==> src/sv/smx_div.sv <==
// -----------------------------------------------------------------------------
// smx_div - iterative signed 64-bit divider
// Restoring division on magnitudes, one quotient bit per cycle, truncating.
// -----------------------------------------------------------------------------
`default_nettype none

module smx_div (
   input  wire logic        clock,
   input  wire logic        reset,
   input  wire logic        start,
   input  wire logic [63:0] dividend,
   input  wire logic [63:0] divisor,
   output logic             done,
   output logic [63:0]      quotient
);

   logic [63:0] rem_ff, rem_in;
   logic [63:0] quo_ff, quo_in;
   logic [63:0] den_ff, den_in;
   logic        neg_ff, neg_in;
   logic [5:0]  cnt_ff, cnt_in;
   logic        run_ff, run_in;
   logic        done_ff, done_in;
   logic [64:0] shifted;
   logic [64:0] diff;

   always_comb begin
      rem_in  = rem_ff;
      quo_in  = quo_ff;
      den_in  = den_ff;
      neg_in  = neg_ff;
      cnt_in  = cnt_ff;
      run_in  = run_ff;
      done_in = 1'b0;
      shifted = {rem_ff, quo_ff[63]};
      diff    = shifted - {1'b0, den_ff};
      if (start) begin
         rem_in = '0;
         quo_in = dividend[63] ? (64'd0 - dividend) : dividend;
         den_in = divisor[63] ? (64'd0 - divisor) : divisor;
         neg_in = dividend[63] ^ divisor[63];
         cnt_in = '0;
         run_in = 1'b1;
      end else if (run_ff) begin
         if (!diff[64]) begin
            rem_in = diff[63:0];
            quo_in = {quo_ff[62:0], 1'b1};
         end else begin
            rem_in = shifted[63:0];
            quo_in = {quo_ff[62:0], 1'b0};
         end
         cnt_in = cnt_ff + 6'd1;
         if (cnt_ff == 6'd63) begin
            run_in  = 1'b0;
            done_in = 1'b1;
         end
      end
   end

   always_ff @(posedge clock) begin
      if (reset) begin
         run_ff  <= 1'b0;
         done_ff <= 1'b0;
         cnt_ff  <= '0;
      end else begin
         run_ff  <= run_in;
         done_ff <= done_in;
         cnt_ff  <= cnt_in;
      end
      rem_ff <= rem_in;
      quo_ff <= quo_in;
      den_ff <= den_in;
      neg_ff <= neg_in;
   end

   assign done     = done_ff;
   assign quotient = neg_ff ? (64'd0 - quo_ff) : quo_ff;

endmodule

`default_nettype wire

==> config.mk <==
export PLATFORM = sky130hd
export DESIGN_NAME = smx_div
export DESIGN_NICKNAME = d
export VERILOG_FILES = /design/src/sv/smx_div.sv
export SDC_FILE = /design/constraint.sdc
export NUM_CORES = 1
export LEC_CHECK = 0
export ABC_CLOCK_PERIOD_IN_PS = 4200
export BUFFER_PORTS_ARGS = -buffer_cell sky130_fd_sc_hd__buf_2
export CAP_MARGIN = 10
export CORE_UTILIZATION = 40
export CTS_CLUSTER_DIAMETER = 80
export CTS_CLUSTER_SIZE = 20
export DETAILED_ROUTE_END_ITERATION = 8
export PLACE_DENSITY = 0.61
export SYNTH_ARGS = -nofsm -noshare
export SYNTH_HDL_FRONTEND = slang
export SYNTH_SLANG_ARGS = --single-unit
==> constraint.sdc <==
create_clock -name clock -period 4.2 [get_ports clock]
set_input_delay 0.84 -clock clock [delete_from_list [all_inputs] [get_ports clock]]
set_output_delay 0.84 -clock clock [all_outputs]
set_load 0.005 [all_outputs]
==> impl_metrics.env <==
export IMPL_status="complete, but fails checks"
export IMPL_violations="setup timing"
export IMPL_async_flop_share_pct=0
export IMPL_rrSetupSlack_ns=0.40
export IMPL_hold_slack_ns=0.467
export IMPL_critical_path_max_stage_delay_ns=0.44
export IMPL_critPathMostFrequentCell="or3_4"
export IMPL_worstPathArrival_ns=3.66
export IMPL_synth_fp_nets=2124
export IMPL_crit_chain="or3_4 -> or4_4 -> or3_4 -> nor2_4 -> nand2_2 -> or3_4 -> or3_4 -> o41ai_4 -> xnor2_1 -> buf_2"
export IMPL_synth_edf_count=129
export IMPL_synthCells=1924
export IMPL_avgSynthCellArea_um2=8.27
export IMPL_setup_slack_ns=-0.295
export IMPL_drt_iter0_markers=985
export IMPL_grt_max_degree=132
export IMPL_final_layout_size_suffix_gt1_share_pct=16.1
export IMPL_cap_violations=0
export IMPL_wl_per_cell_um=17.3
export IMPL_fin_nets=2283
export IMPL_worst_setup_path_end_kind="primary output"
export IMPL_die_area_mm2=0.0406
export IMPL_min_period_ns=4.50
export IMPL_tightest_slew_ns=1.16
export IMPL_synth_top_flop_cell="edfxtp_1"
export IMPL_htreeDepth=1
export IMPL_grt_pass1_wl_um=72500
export IMPL_chipHeight_um=201
export IMPL_path_max_fanout=4
export IMPL_grt_pass1_vias=13900
export IMPL_start_util_pct=40.9
export IMPL_final_antenna_net_count=0
export IMPL_grt_use_total_pct=21.6
export IMPL_slew_headroom_pct=22.4
export IMPL_clock_latency_ns=0.52
export IMPL_drc=0
export IMPL_p_leak_nw=7.16
export IMPL_setup_tns_ns=-2.19
export IMPL_slew_viol_final=0
export IMPL_gr_total_overflow=0
export IMPL_netlist_area_mm2=0.0159
export IMPL_period_share_pct=107
export IMPL_gp_congestion=0.898
export IMPL_clockRootBuffer="clkbuf_16"
export IMPL_drt_total_wl_um=45300
export IMPL_core_rowCount=72
export IMPL_first_pass_iters=5
export IMPL_critPathTopFamily="simple AND/OR/NAND/NOR gates"
export IMPL_antenna_cells=0
export IMPL_start_kind="register"
export IMPL_ys_seq_area_share_pct=33.4
export IMPL_ys_warnings_count=0
export IMPL_die_w_um=201
export IMPL_fmax_mhz=222
export IMPL_hp_class="input port to register"
export IMPL_crit_required_ns=3.36
export IMPL_ys_types=77
export IMPL_vias=14800
export IMPL_ys_ff_latch=201
export IMPL_core_area_mm2=0.0389
export IMPL_viasPerCell=5.65
export IMPL_pin_count=196
export IMPL_clock_path_buffers=3
export IMPL_antenna_found_initial=0
export IMPL_rsz0062_at_grt="yes"
export IMPL_dp_hpwl_um=34200
export IMPL_hold_viol=0
export IMPL_cts_buffers=19
export IMPL_finClkSkew_ns=0.0232
export IMPL_total_power_w=0.00632
export IMPL_critPathBufInv=1
export IMPL_clkSinkCount=201
export IMPL_ir_worst_vdd_uv=257
export IMPL_powerDensity_mw_per_mm2=344
export IMPL_cts_tree="built"
export IMPL_area_growth_pct=15.3
export IMPL_slowest_stage="or3_4"
export IMPL_place_ws_ns=0.0624
export IMPL_finalSetupViolCount=13
export IMPL_clk_pin_slew_ns=0.08
export IMPL_critPathKind="register to primary output"
export IMPL_place_port_buffers=195
export IMPL_finish_utilization_pct=47.1
[Yosys cell counts (4+ instances only)]
library cell	n	area, um^2
a21o_1	28	210
nand3_1	32	160
dfxtp_1	72	1440
o41ai_1	19	166
nand3b_1	4	30.0
ha_1	68	851
a21oi_1	165	826
xnor2_1	147	1290
and3_1	9	56.3
inv_1	103	387
o211ai_1	8	60.1
or4_1	12	90.1
xor2_1	87	762
nor3_1	34	170
clkbuf_1	87	327
or3_4	5	56.3
o41ai_2	7	114
a211oi_1	14	105
and2_1	5	31.3
o31ai_1	57	428
or3_1	41	257
a31oi_1	5	31.3
o21a_1	8	60.1
nor4_1	19	119
a211o_1	5	43.8
nand2b_1	22	138
nand4_1	41	257
or4_4	5	56.3
o21bai_1	15	113
o22ai_1	7	43.8
nor2b_1	8	50.1
a21boi_0	6	45.0
nand2_1	216	811
buf_2	10	50.1
or2_2	12	75.1
nor2_1	176	661
o21ai_0	106	531
a311oi_1	45	394
edfxtp_1	129	3870
o31a_1	5	43.8
a2bb2oi_1	4	35.0
o21ai_1	12	60.1
buf_1	6	22.5
[cell usage in the layout, fill, tap and decap left out, types with 8 or more instances in the layout]
master / count
nand2b_1: 22
xor2_1: 87
nand2_1: 214
nor3_1: 33
or2_2: 12
clkbuf_16: 19
buf_4: 42
a21oi_1: 165
o211ai_1: 8
o21a_1: 8
o21bai_1: 15
ha_1: 68
o21ai_0: 103
o31ai_1: 55
a21o_1: 28
inv_1: 102
buf_2: 194
or4_1: 12
edfxtp_1: 129
o21ai_1: 12
xnor2_1: 147
nand3_1: 32
and3_1: 9
nor2_1: 174
nor4_1: 19
nand4_1: 41
dfxtp_1: 71
a311oi_1: 45
a211oi_1: 14
o41ai_1: 18
nor2b_1: 8
or3_1: 39
[cells by family (layout without fill, tap and decap cells)]
logic type | after synthesis | in the layout | synth area share (%)
adders and majority gates | 69 | 69 | 5.48
and+or+nand+nor | 655 | 655 | 19.9
buffers and inverters | 208 | 380 | 5.01
xor gates and xnor gates | 234 | 234 | 12.9
AOI/OAI and AO/OA | 551 | 551 | 22.9
muxes | 6 | 6 | 0.401
DFF | 201 | 201 | 33.4
[where the power goes]
group	switching [W]	internal, W
logic	0.00115	0.000814
clock network	0.000907	0.000952
registers	0.000161	0.00233
[what timing repair did]
action                                  in CTS  in global routing
hold buffers                                 0                  0
buffers inserted                             5                  2
pin swaps                                    1                  8
endpoints found under the setup margin      17                 23
resized for setup                            9                 15
[routing by layer]
metal | vias up | GRT usage [%] | wire length [um]
met5 | - | 0 | 0
met4 | 0 | 7.01 | 1320
met3 | 71 | 2.12 | 2260
met2 | 421 | 36.5 | 21000
met1 | 6937 | 29.0 | 20700
li1 | 7329 | - | -
[per-stage QoR]
step	instances	cell area (um^2)
2_1_floorplan	1924	15900
3_3_place_gp	2573	17500
3_5_place_dp	2573	17500
4_1_cts	2612	18300
5_1_grt	2614	18300
6_report	2614	18300
[state kept, by name (all words and copies together) (netlist names)]
register	flops
neg_ff	1
cnt_ff	6
rem_ff	64
den_ff	64
run_ff	1
done	1
quo_ff	64
[path summary, 6_finish.rpt]
check	from	endpoint	cells after the start
min reg2reg	rem_ff[2]	rem_ff[3]	2
max	quo_ff[23]	quotient[61]	10
min	reset	run_ff	2
max reg2reg	den_ff[1]	rem_ff[55]	11
[area by class of cell]
| cell class | instances | area [um^2] |
|---|---|---|
| Inverter | 104 | 390 |
| Clock inverter | 15 | 183 |
| Timing Repair Buffer | 242 | 1390 |
| Tap cell | 518 | 648 |
| Fill cell | 3860 | 20600 |
| Multi-Input combinational cell | 1515 | 9930 |
| Sequential cell | 201 | 5320 |
| Clock buffer | 19 | 475 |
(Power assumes the default switching activity.)
